==> config.mk <==
export PLATFORM = sky130hd
export DESIGN_NAME = triac_phase_angle_dimmer_unit
export DESIGN_NICKNAME = d
export VERILOG_FILES = /design/src/rtl/tpad_pkg.sv /design/src/rtl/triac_phase_angle_dimmer_unit.sv
export SDC_FILE = /design/constraint.sdc
export NUM_CORES = 1
export LEC_CHECK = 0
export BUFFER_PORTS_ARGS = -buffer_cell sky130_fd_sc_hd__buf_2
export CORE_MARGIN = 2
export CORE_UTILIZATION = 35
export DETAILED_ROUTE_END_ITERATION = 6
export MAX_ROUTING_LAYER = met4
export PLACE_DENSITY_LB_ADDON = 0.2
export RECOVER_POWER = 100
export SETUP_SLACK_MARGIN = 0.2
export SLEW_MARGIN = 5
export SYNTH_ARGS = -nofsm -noshare
export SYNTH_HDL_FRONTEND = slang
export SYNTH_SLANG_ARGS = --single-unit
==> constraint.sdc <==
create_clock -name clk -period 17.3 [get_ports clk]
set_input_delay 1.73 -clock clk [delete_from_list [all_inputs] [get_ports clk]]
set_output_delay 1.73 -clock clk [all_outputs]
set_load 0.005 [all_outputs]
==> src/rtl/tpad_pkg.sv <==
package tpad_pkg;

  localparam int MAX_LEVEL = 100;

  localparam int LVL_W   = 7;
  localparam int TIME_W  = 14;
  localparam int SINCE_W = 16;
  localparam int IDX_W   = 3;

  localparam int PROD_W    = LVL_W + TIME_W;
  localparam int DIV_SHIFT = PROD_W + $clog2(MAX_LEVEL);
  localparam int RECIP_W   = DIV_SHIFT - $clog2(MAX_LEVEL) + 1;
  localparam int SCALE_W   = PROD_W + RECIP_W;
  localparam logic [63:0] DIV_RECIP =
    ((64'd1 << DIV_SHIFT) + 64'(MAX_LEVEL) - 64'd1) / 64'(MAX_LEVEL);

  localparam logic [TIME_W-1:0]  RST_DEBOUNCE   = TIME_W'(4000);
  localparam logic [TIME_W-1:0]  RST_MIN_HALF   = TIME_W'(7000);
  localparam logic [TIME_W-1:0]  RST_MAX_HALF   = TIME_W'(12000);
  localparam logic [TIME_W-1:0]  RST_MIN_FIRE   = TIME_W'(300);
  localparam logic [TIME_W-1:0]  RST_END_GUARD  = TIME_W'(700);
  localparam logic [TIME_W-1:0]  RST_GATE_PULSE = TIME_W'(500);
  localparam logic [TIME_W-1:0]  RST_HALF_AVG   = TIME_W'(10000);

  localparam logic [IDX_W-1:0] REG_DIM_LEVEL  = IDX_W'(0);
  localparam logic [IDX_W-1:0] REG_DEBOUNCE   = IDX_W'(1);
  localparam logic [IDX_W-1:0] REG_MIN_HALF   = IDX_W'(2);
  localparam logic [IDX_W-1:0] REG_MAX_HALF   = IDX_W'(3);
  localparam logic [IDX_W-1:0] REG_MIN_FIRE   = IDX_W'(4);
  localparam logic [IDX_W-1:0] REG_END_GUARD  = IDX_W'(5);
  localparam logic [IDX_W-1:0] REG_GATE_PULSE = IDX_W'(6);

  typedef enum logic [1:0] {
    PH_IDLE  = 2'd0,
    PH_WAIT  = 2'd1,
    PH_PULSE = 2'd2
  } phase_t;

endpackage

==> src/rtl/triac_phase_angle_dimmer_unit.sv <==
// Phase-angle triac dimmer. Each input transfer is one microsecond tick carrying the sampled
// zero-cross pin; each tick yields exactly one result with the gate level, the averaged
// half-cycle length, and flags for an accepted crossing and a started gate pulse. The block
// takes one tick per clock cycle while the output is not stalled; each result passes through the
// registered fire-delay pipeline (window subtraction, level multiply, reciprocal scaling by the
// maximum level, then the phase sequencer). Configuration must be written only while no tick is
// in flight; the block does not enforce this. Writing a level of zero idles the gate at once.
module triac_phase_angle_dimmer_unit
  import tpad_pkg::*;
(
  input  logic              clk,
  input  logic              rst,
  input  logic              s_axis_tvalid,
  output logic              s_axis_tready,
  input  logic [7:0]        s_axis_tdata,   // [0] zero_cross_pin
  output logic              m_axis_tvalid,
  input  logic              m_axis_tready,
  output logic [23:0]       m_axis_tdata,   // [0] gate_drive, [14:1] half_cycle_estimate,
                                            // [15] crossing_accepted, [16] gate_fired,
                                            // [18:17] gate_phase
  input  logic              cfg_valid,
  output logic              cfg_ready,
  input  logic [IDX_W-1:0]  cfg_index,
  input  logic [TIME_W-1:0] cfg_data
);

  logic [LVL_W-1:0]   dim_level;
  logic [TIME_W-1:0]  debounce_us;
  logic [TIME_W-1:0]  min_half_len;
  logic [TIME_W-1:0]  max_half_len;
  logic [TIME_W-1:0]  min_fire_delay;
  logic [TIME_W-1:0]  guard_len;
  logic [TIME_W-1:0]  pulse_width;

  logic               pin_previous;
  logic [SINCE_W-1:0] since_crossing;
  logic [TIME_W-1:0]  half_cycle_avg;
  phase_t             phase_state;
  logic [TIME_W-1:0]  countdown;

  logic               cfg_write;
  logic [LVL_W-1:0]   level_clamped;
  logic               level_off_write;

  logic               in_xfer;
  logic               pin;
  logic [SINCE_W-1:0] elapsed;
  logic               cross_now;
  logic               in_range;
  logic [TIME_W+3:0]  avg_sum;
  logic [TIME_W-1:0]  half_cycle_avg_next;

  logic               p1_valid;
  logic               p1_accepted;
  logic [TIME_W-1:0]  p1_avg;
  logic               p2_valid;
  logic               p2_accepted;
  logic [TIME_W-1:0]  p2_avg;
  logic               p2_use_min;
  logic [TIME_W-1:0]  p2_latest;
  logic [TIME_W-1:0]  p2_window;
  logic               p3_valid;
  logic               p3_accepted;
  logic [TIME_W-1:0]  p3_avg;
  logic               p3_use_min;
  logic [TIME_W-1:0]  p3_latest;
  logic [PROD_W-1:0]  p3_product;
  logic               p4_valid;
  logic               p4_accepted;
  logic [TIME_W-1:0]  p4_avg;
  logic               p4_use_min;
  logic [TIME_W-1:0]  p4_latest;
  logic [TIME_W-1:0]  p4_quotient;

  logic               ready1;
  logic               ready2;
  logic               ready3;
  logic               ready4;
  logic               out_move;

  logic signed [SINCE_W-1:0] latest;
  logic                      latest_clamp;
  logic [SCALE_W-1:0]        scaled;
  logic [TIME_W-1:0]         fire_delay;

  phase_t             phase_next;
  logic [TIME_W-1:0]  countdown_next;
  logic               fired;
  logic               gate_level;

  logic               out_gate;
  logic [TIME_W-1:0]  out_avg;
  logic               out_accepted;
  logic               out_fired;
  phase_t             out_phase;

  // Configuration port.
  assign cfg_ready       = 1'b1;
  assign cfg_write       = cfg_valid && cfg_ready;
  assign level_clamped   = (32'(cfg_data[LVL_W-1:0]) > 32'(MAX_LEVEL)) ?
                           LVL_W'(MAX_LEVEL) : cfg_data[LVL_W-1:0];
  assign level_off_write = cfg_write && (cfg_index == REG_DIM_LEVEL) &&
                           (level_clamped == '0);

  always_ff @(posedge clk) begin
    if (rst) begin
      dim_level      <= '0;
      debounce_us    <= RST_DEBOUNCE;
      min_half_len   <= RST_MIN_HALF;
      max_half_len   <= RST_MAX_HALF;
      min_fire_delay <= RST_MIN_FIRE;
      guard_len      <= RST_END_GUARD;
      pulse_width    <= RST_GATE_PULSE;
    end else if (cfg_write) begin
      unique case (cfg_index)
        REG_DIM_LEVEL:  dim_level      <= level_clamped;
        REG_DEBOUNCE:   debounce_us    <= cfg_data;
        REG_MIN_HALF:   min_half_len   <= cfg_data;
        REG_MAX_HALF:   max_half_len   <= cfg_data;
        REG_MIN_FIRE:   min_fire_delay <= cfg_data;
        REG_END_GUARD:  guard_len      <= cfg_data;
        REG_GATE_PULSE: pulse_width    <= cfg_data;
        default: ;
      endcase
    end
  end

  // Pipeline flow control.
  assign out_move      = p4_valid && (!m_axis_tvalid || m_axis_tready);
  assign ready4        = !p4_valid || out_move;
  assign ready3        = !p3_valid || ready4;
  assign ready2        = !p2_valid || ready3;
  assign ready1        = !p1_valid || ready2;
  assign s_axis_tready = ready1;
  assign in_xfer       = s_axis_tvalid && s_axis_tready;

  // Crossing detection and half-cycle averaging.
  assign pin       = s_axis_tdata[0];
  assign elapsed   = (since_crossing == '1) ? since_crossing : since_crossing + 1'b1;
  assign cross_now = pin_previous && !pin &&
                     (elapsed >= {{(SINCE_W-TIME_W){1'b0}}, debounce_us});
  assign in_range  = (elapsed >= {{(SINCE_W-TIME_W){1'b0}}, min_half_len}) &&
                     (elapsed <= {{(SINCE_W-TIME_W){1'b0}}, max_half_len});
  assign avg_sum   = ({1'b0, half_cycle_avg, 3'b000} - {4'b0000, half_cycle_avg}) +
                     {{(TIME_W+4-SINCE_W){1'b0}}, elapsed};
  assign half_cycle_avg_next = (cross_now && in_range) ? avg_sum[TIME_W+2:3] : half_cycle_avg;

  always_ff @(posedge clk) begin
    if (rst) begin
      pin_previous   <= 1'b1;
      since_crossing <= '1;
      half_cycle_avg <= RST_HALF_AVG;
    end else if (in_xfer) begin
      pin_previous   <= pin;
      since_crossing <= cross_now ? '0 : elapsed;
      half_cycle_avg <= half_cycle_avg_next;
    end
  end

  always_ff @(posedge clk) begin
    if (in_xfer) begin
      p1_accepted <= cross_now;
      p1_avg      <= half_cycle_avg_next;
    end
  end

  // Latest firing point and the window the level scales.
  assign latest = $signed({{(SINCE_W-TIME_W){1'b0}}, p1_avg}) -
                  $signed({{(SINCE_W-TIME_W){1'b0}}, guard_len}) -
                  $signed({{(SINCE_W-TIME_W){1'b0}}, pulse_width});
  assign latest_clamp = latest <= $signed({{(SINCE_W-TIME_W){1'b0}}, min_fire_delay});

  always_ff @(posedge clk) begin
    if (p1_valid && ready2) begin
      p2_accepted <= p1_accepted;
      p2_avg      <= p1_avg;
      p2_use_min  <= (32'(dim_level) >= 32'(MAX_LEVEL)) || latest_clamp;
      p2_latest   <= latest[TIME_W-1:0];
      p2_window   <= latest[TIME_W-1:0] - min_fire_delay;
    end
  end

  always_ff @(posedge clk) begin
    if (p2_valid && ready3) begin
      p3_accepted <= p2_accepted;
      p3_avg      <= p2_avg;
      p3_use_min  <= p2_use_min;
      p3_latest   <= p2_latest;
      p3_product  <= {{TIME_W{1'b0}}, dim_level} * {{LVL_W{1'b0}}, p2_window};
    end
  end

  // Division by the maximum level as a multiply by its scaled reciprocal.
  assign scaled = {{RECIP_W{1'b0}}, p3_product} *
                  {{PROD_W{1'b0}}, DIV_RECIP[RECIP_W-1:0]};

  always_ff @(posedge clk) begin
    if (p3_valid && ready4) begin
      p4_accepted <= p3_accepted;
      p4_avg      <= p3_avg;
      p4_use_min  <= p3_use_min;
      p4_latest   <= p3_latest;
      p4_quotient <= scaled[DIV_SHIFT +: TIME_W];
    end
  end

  always_ff @(posedge clk) begin
    if (rst) begin
      p1_valid <= 1'b0;
      p2_valid <= 1'b0;
      p3_valid <= 1'b0;
      p4_valid <= 1'b0;
    end else begin
      if (ready1) p1_valid <= s_axis_tvalid;
      if (ready2) p2_valid <= p1_valid;
      if (ready3) p3_valid <= p2_valid;
      if (ready4) p4_valid <= p3_valid;
    end
  end

  // Gate sequencer.
  assign fire_delay = p4_use_min ? min_fire_delay : p4_latest - p4_quotient;

  always_comb begin
    phase_next     = PH_IDLE;
    countdown_next = '0;
    if (p4_accepted) begin
      if (dim_level != '0) begin
        phase_next     = PH_WAIT;
        countdown_next = fire_delay;
      end
    end else begin
      unique case (phase_state)
        PH_WAIT: begin
          if (countdown <= TIME_W'(1)) begin
            phase_next     = PH_PULSE;
            countdown_next = pulse_width;
          end else begin
            phase_next     = PH_WAIT;
            countdown_next = countdown - 1'b1;
          end
        end
        PH_PULSE: begin
          if (countdown > TIME_W'(1)) begin
            phase_next     = PH_PULSE;
            countdown_next = countdown - 1'b1;
          end
        end
        default: ;
      endcase
    end
  end

  always_comb begin
    fired      = !p4_accepted && (phase_state == PH_WAIT) && (phase_next == PH_PULSE);
    gate_level = phase_next == PH_PULSE;
  end

  always_ff @(posedge clk) begin
    if (rst) begin
      phase_state <= PH_IDLE;
      countdown   <= '0;
    end else if (level_off_write) begin
      phase_state <= PH_IDLE;
      countdown   <= '0;
    end else if (out_move) begin
      phase_state <= phase_next;
      countdown   <= countdown_next;
    end
  end

  always_ff @(posedge clk) begin
    if (out_move) begin
      out_gate     <= gate_level;
      out_avg      <= p4_avg;
      out_accepted <= p4_accepted;
      out_fired    <= fired;
      out_phase    <= phase_next;
    end
  end

  always_ff @(posedge clk) begin
    if (rst) begin
      m_axis_tvalid <= 1'b0;
    end else if (out_move) begin
      m_axis_tvalid <= 1'b1;
    end else if (m_axis_tready) begin
      m_axis_tvalid <= 1'b0;
    end
  end

  assign m_axis_tdata = {5'b00000, out_phase, out_fired, out_accepted, out_avg, out_gate};

`ifndef NO_ASSERTIONS
  a_fired_in_pulse: assert property (@(posedge clk) disable iff (rst)
    (m_axis_tvalid && out_fired) |-> (out_phase == PH_PULSE))
    else $error("gate start reported outside the pulse phase");

  a_idle_count_clear: assert property (@(posedge clk) disable iff (rst)
    (phase_state == PH_IDLE) |-> (countdown == '0))
    else $error("countdown left running while idle");

  a_crossing_restarts: assert property (@(posedge clk) disable iff (rst)
    (in_xfer && cross_now) |=> (since_crossing == '0))
    else $error("elapsed count not restarted by an accepted crossing");

  a_input_enters: assert property (@(posedge clk) disable iff (rst)
    in_xfer |=> p1_valid)
    else $error("accepted tick lost at the first stage");
`endif

endmodule
==> impl_metrics.csv <==
group,metric,value,unit
critical_path,reg2reg_slack,9.88,ns
layout,largest_reg_flops,21,
timing,fin_worst_skew,0.0245,ns
critical_path,slowest_delay,0.58,ns
yosys,synth_common_cells,"inv_1 (452), ha_1 (361), nand2_1 (293)",
placement,gp_congestion,0.914,
floorplanning,die-height,278,µm
cts,cts.path.max_buffers,3,
worst_hold_path,hold_path_depth,0,
global_route,grt_start_max_net_pins,59,
yosys,syn-cell-area,26200,µm²
cts,cts_resized,0,
run_status,outcome,"finished, violations left",
yosys,synth_cell_types,83,
critical_path,worstSetupStartpointType,"flop",
floorplanning,die_w,278,µm
pwr,sequentialPowerShare,26.9,%
drt,antenna_left,0,
pwr,p_int,2.02,mW
yosys,yosysWarnings,0,
timing,setup_viol,0,
layout,nets,3294,
critical_path,crit_type,"flop to flop",
yosys,synthCells,2642,
cts,clkSinkCount,316,
timing,worstMarginPinSlew,3.26,ns
global_route,grt_pass1_wl,105,mm
timing,grt_setup_unrepaired,"no",
cts,holdBufCountCts,0,
critical_path,crit_path_top_delay_cell,"edfxtp_1",
drt,firstDrtPassIters,5,
cts,cts_tree,"done",
timing,setup_tns,0,ns
yosys,synth_top_cell_area_share,19.8,%
critical_path,reg2reg_to,"p4_quotient[7]$_DFFE_PP_",
critical_path,path_common_cell,"inv_1",
yosys,synth_top_area_cell,"edfxtp_1",
timing,whs,0.410,ns
critical_path,r2r-start,"p3_product[4]$_DFFE_PP_",
critical_path,crit_buf_inv,8,
layout,regMostFlops,"p3_product",
flow_run,max_cap_viol_count,7,
pwr,pwr-share-comb,49.3,%
pwr,vdd_drop_max,0.115,mV
drt,drt_iter0_markers,964,
floorplanning,rows,100,
drt,drcViolationCount,0,
global_route,antenna_found_initial,7,
global_route,grt_pass1_vias,19400,
critical_path,cp.required,17.61,ns
pwr,swShare,39.8,%
drt,drt-total-wl,65.3,mm
cts,cts_setup_buffers,0,
floorplanning,die_area,77200,µm²
floorplanning,coreArea,74300,µm²
worst_hold_path,holdCritStartpoint,"p3_latest[0]$_DFFE_PP_",
yosys,yosysSeqAreaShare,30.7,%
critical_path,path_delay_family,"adder cells",
cts,cts_made_buffers,39,
placement,place_hpwl,51.3,mm
timing,layout_min_cycle_time,7.42,ns
critical_path,crit_path_end_kind,"flop",
drt,vias,18300,
global_route,grt_overflow,0,
critical_path,crit_path_max_fanout,7,
yosys,synth-seq-cells,316,
drt,routedWlPerCell,17.8,µm
timing,max_freq,135,MHz
placement,portBuffers,43,
worst_hold_path,whs_endpoint,"p4_latest[0]$_DFFE_PP_",
floorplanning,initial_core_util,35.3,%
timing,finalHoldViolCount,0,
timing,slew_viol_final,303,
layout,reg_top3,"p3_product x21, since_crossing x16",
timing,post-route-period-util,42.9,%
layout,area_delta_synth_final,9.25,%
global_route,grt_use_total,17.7,%
critical_path,critPathArrivalTime,7.73,ns
cts,clk_pin_slew,0.06,ns
yosys,synthArstFlopShare,0,%
cts,htree_levels,2,
yosys,synth-edff-count,173,
critical_path,reg2regPathDepth,25,
pwr,switchingPower,1.34,mW
placement,dpl_cell_area,27500,µm²
cts,clock_latency,0.57,ns
yosys,postSynthAreaPerCell,9.93,µm²
pwr,p_clk_share,23.7,%
yosys,synth_ff_type,"edfxtp_1",
worst_hold_path,min_path_type,"flop to flop",
cts,cts_root_buf,"clkbuf_16",
run_status,failed_checks,"max-capacitance violations, max-slew violations",
timing,max-slew-margin-rel,-118,%
yosys,synth.area.top_cells,"edfxtp_1 (20%), fa_1 (17%), ha_1 (17%), dfxtp_1 (11%), inv_1 (6.5%)",
pwr,powerDensity,117,nW/µm²
yosys,synth_most_common_cell,"inv_1",
drt,routed_via_density,4.99,
floorplanning,ios,57,
layout,fin_area,28700,µm²
layout,drive_gt1_share,5.43,%
pwr,power_leakage,13.0,nW
final cells by class:
cell class                      count  area (µm²)
Clock inverter                     22         194
Tap cell                          969        1210
Inverter                          453        1700
Fill cell                        7396       45600
Antenna cell                        4        10.0
Sequential cell                   316        8060
Timing Repair Buffer               54         262
Clock buffer                       50        1060
Multi-Input combinational cell   1810       16200
stage by stage:
step           std cells  utilization [%]  setup slack (ns)  power, mW
3_3_place_gp        3602             37.0             10.12       2.55
4_1_cts             3674             38.7              9.99       3.41
5_1_grt             3678             38.6              9.44       3.67
3_5_place_dp        3602             37.0              9.99       2.59
2_1_floorplan       2646                -             10.95       2.13
6_report            3678             38.6              9.88       3.35
metal layers:
| layer | GRT usage (%) | wire, µm |
|---|---|---|
| met1 | 22.6 | 30000 |
| met2 | 29.3 | 31200 |
| met3 | 2.52 | 2560 |
| met4 | 4.73 | 1640 |
| met5 | - | 0 |
worst register-to-register path: stages (launching register included):
cell,delay (ns)
edfxtp_1,0.58
inv_1,0.19
fa_1,0.47
inv_1,0.11
ha_1,0.15
inv_1,0.06
fa_1,0.50
inv_1,0.05
fa_1,0.49
inv_1,0.04
fa_1,0.47
inv_1,0.05
fa_1,0.53
inv_1,0.06
fa_1,0.49
inv_1,0.04
ha_1,0.29
nand3_1,0.13
nor4_1,0.58
o31ai_1,0.24
a21o_1,0.30
a211oi_1,0.38
o21ai_0,0.17
a21oi_1,0.35
nor4_1,0.11
a311o_1,0.35
worst max-delay path by stage:
stage | from | depth (start not counted) | slack, ns | endpoint
final | p3_product[4]$_DFFE_PP_ | 25 | 9.88 | p4_quotient[7]$_DFFE_PP_
after global routing | p3_product[4]$_DFFE_PP_ | 25 | 9.44 | p4_quotient[12]$_DFFE_PP_
after CTS | p3_product[4]$_DFFE_PP_ | 25 | 9.99 | p4_quotient[7]$_DFFE_PP_
after detailed placement | p3_product[4]$_DFFE_PP_ | 25 | 9.99 | p4_quotient[7]$_DFFE_PP_
after global placement | p3_product[4]$_DFFE_PP_ | 25 | 10.12 | p4_quotient[7]$_DFFE_PP_
after floorplan | m_axis_tready | 4 | 10.95 | p3_accepted$_DFFE_PP_
placed cells by master (no fill, tap or decap), types with 6 or more instances in the layout:
master and instances:
nor2b_1 22, clkbuf_16 39, a21boi_0 9, nand4_1 22
fa_1 229, edfxtp_1 173, dfxtp_1 143, a21o_1 29
o21bai_1 8, o31ai_1 9, nand3_1 42, o211ai_1 42
nand2b_1 20, clkbuf_1 22, a31oi_1 19, o21ai_0 71
nor2_1 120, xnor2_1 77, xor2_1 28, or3_1 8
mux2i_1 16, a22oi_1 6, o2111ai_1 6, nand2_1 293
and3_1 15, conb_1 6, nor4_1 10, o21a_1 8
inv_1 452, and2_1 34, a21oi_1 141, ha_1 361
nor3_1 29, mux2_2 14, buf_2 35, clkinv_2 10
or2_2 7, a211oi_1 21
kinds of logic (layout without fill, tap and decap cells):
logic type,count (synthesis),after routing,synth area share [%]
XOR/XNOR,105,105,3.50
buffers and inverters,520,579,7.74
AO/OA/AOI/OAI,423,423,10.4
multiplexers,31,31,1.25
adder cells (fa/ha/maj),590,590,34.7
AND/OR/NAND/NOR,655,655,11.7
other,2,10,0.0286
flip-flops,316,316,30.7
power groups by stage:
stage / clock network (mW) / logic [mW] / registers, mW
after floorplan: 0 / 1.23 / 0.903
after global placement: 0 / 1.64 / 0.918
after detailed placement: 0 / 1.67 / 0.919
after CTS: 0.821 / 1.69 / 0.903
after global routing: 0.853 / 1.90 / 0.909
final: 0.795 / 1.66 / 0.904
(Power assumes the default switching activity.)
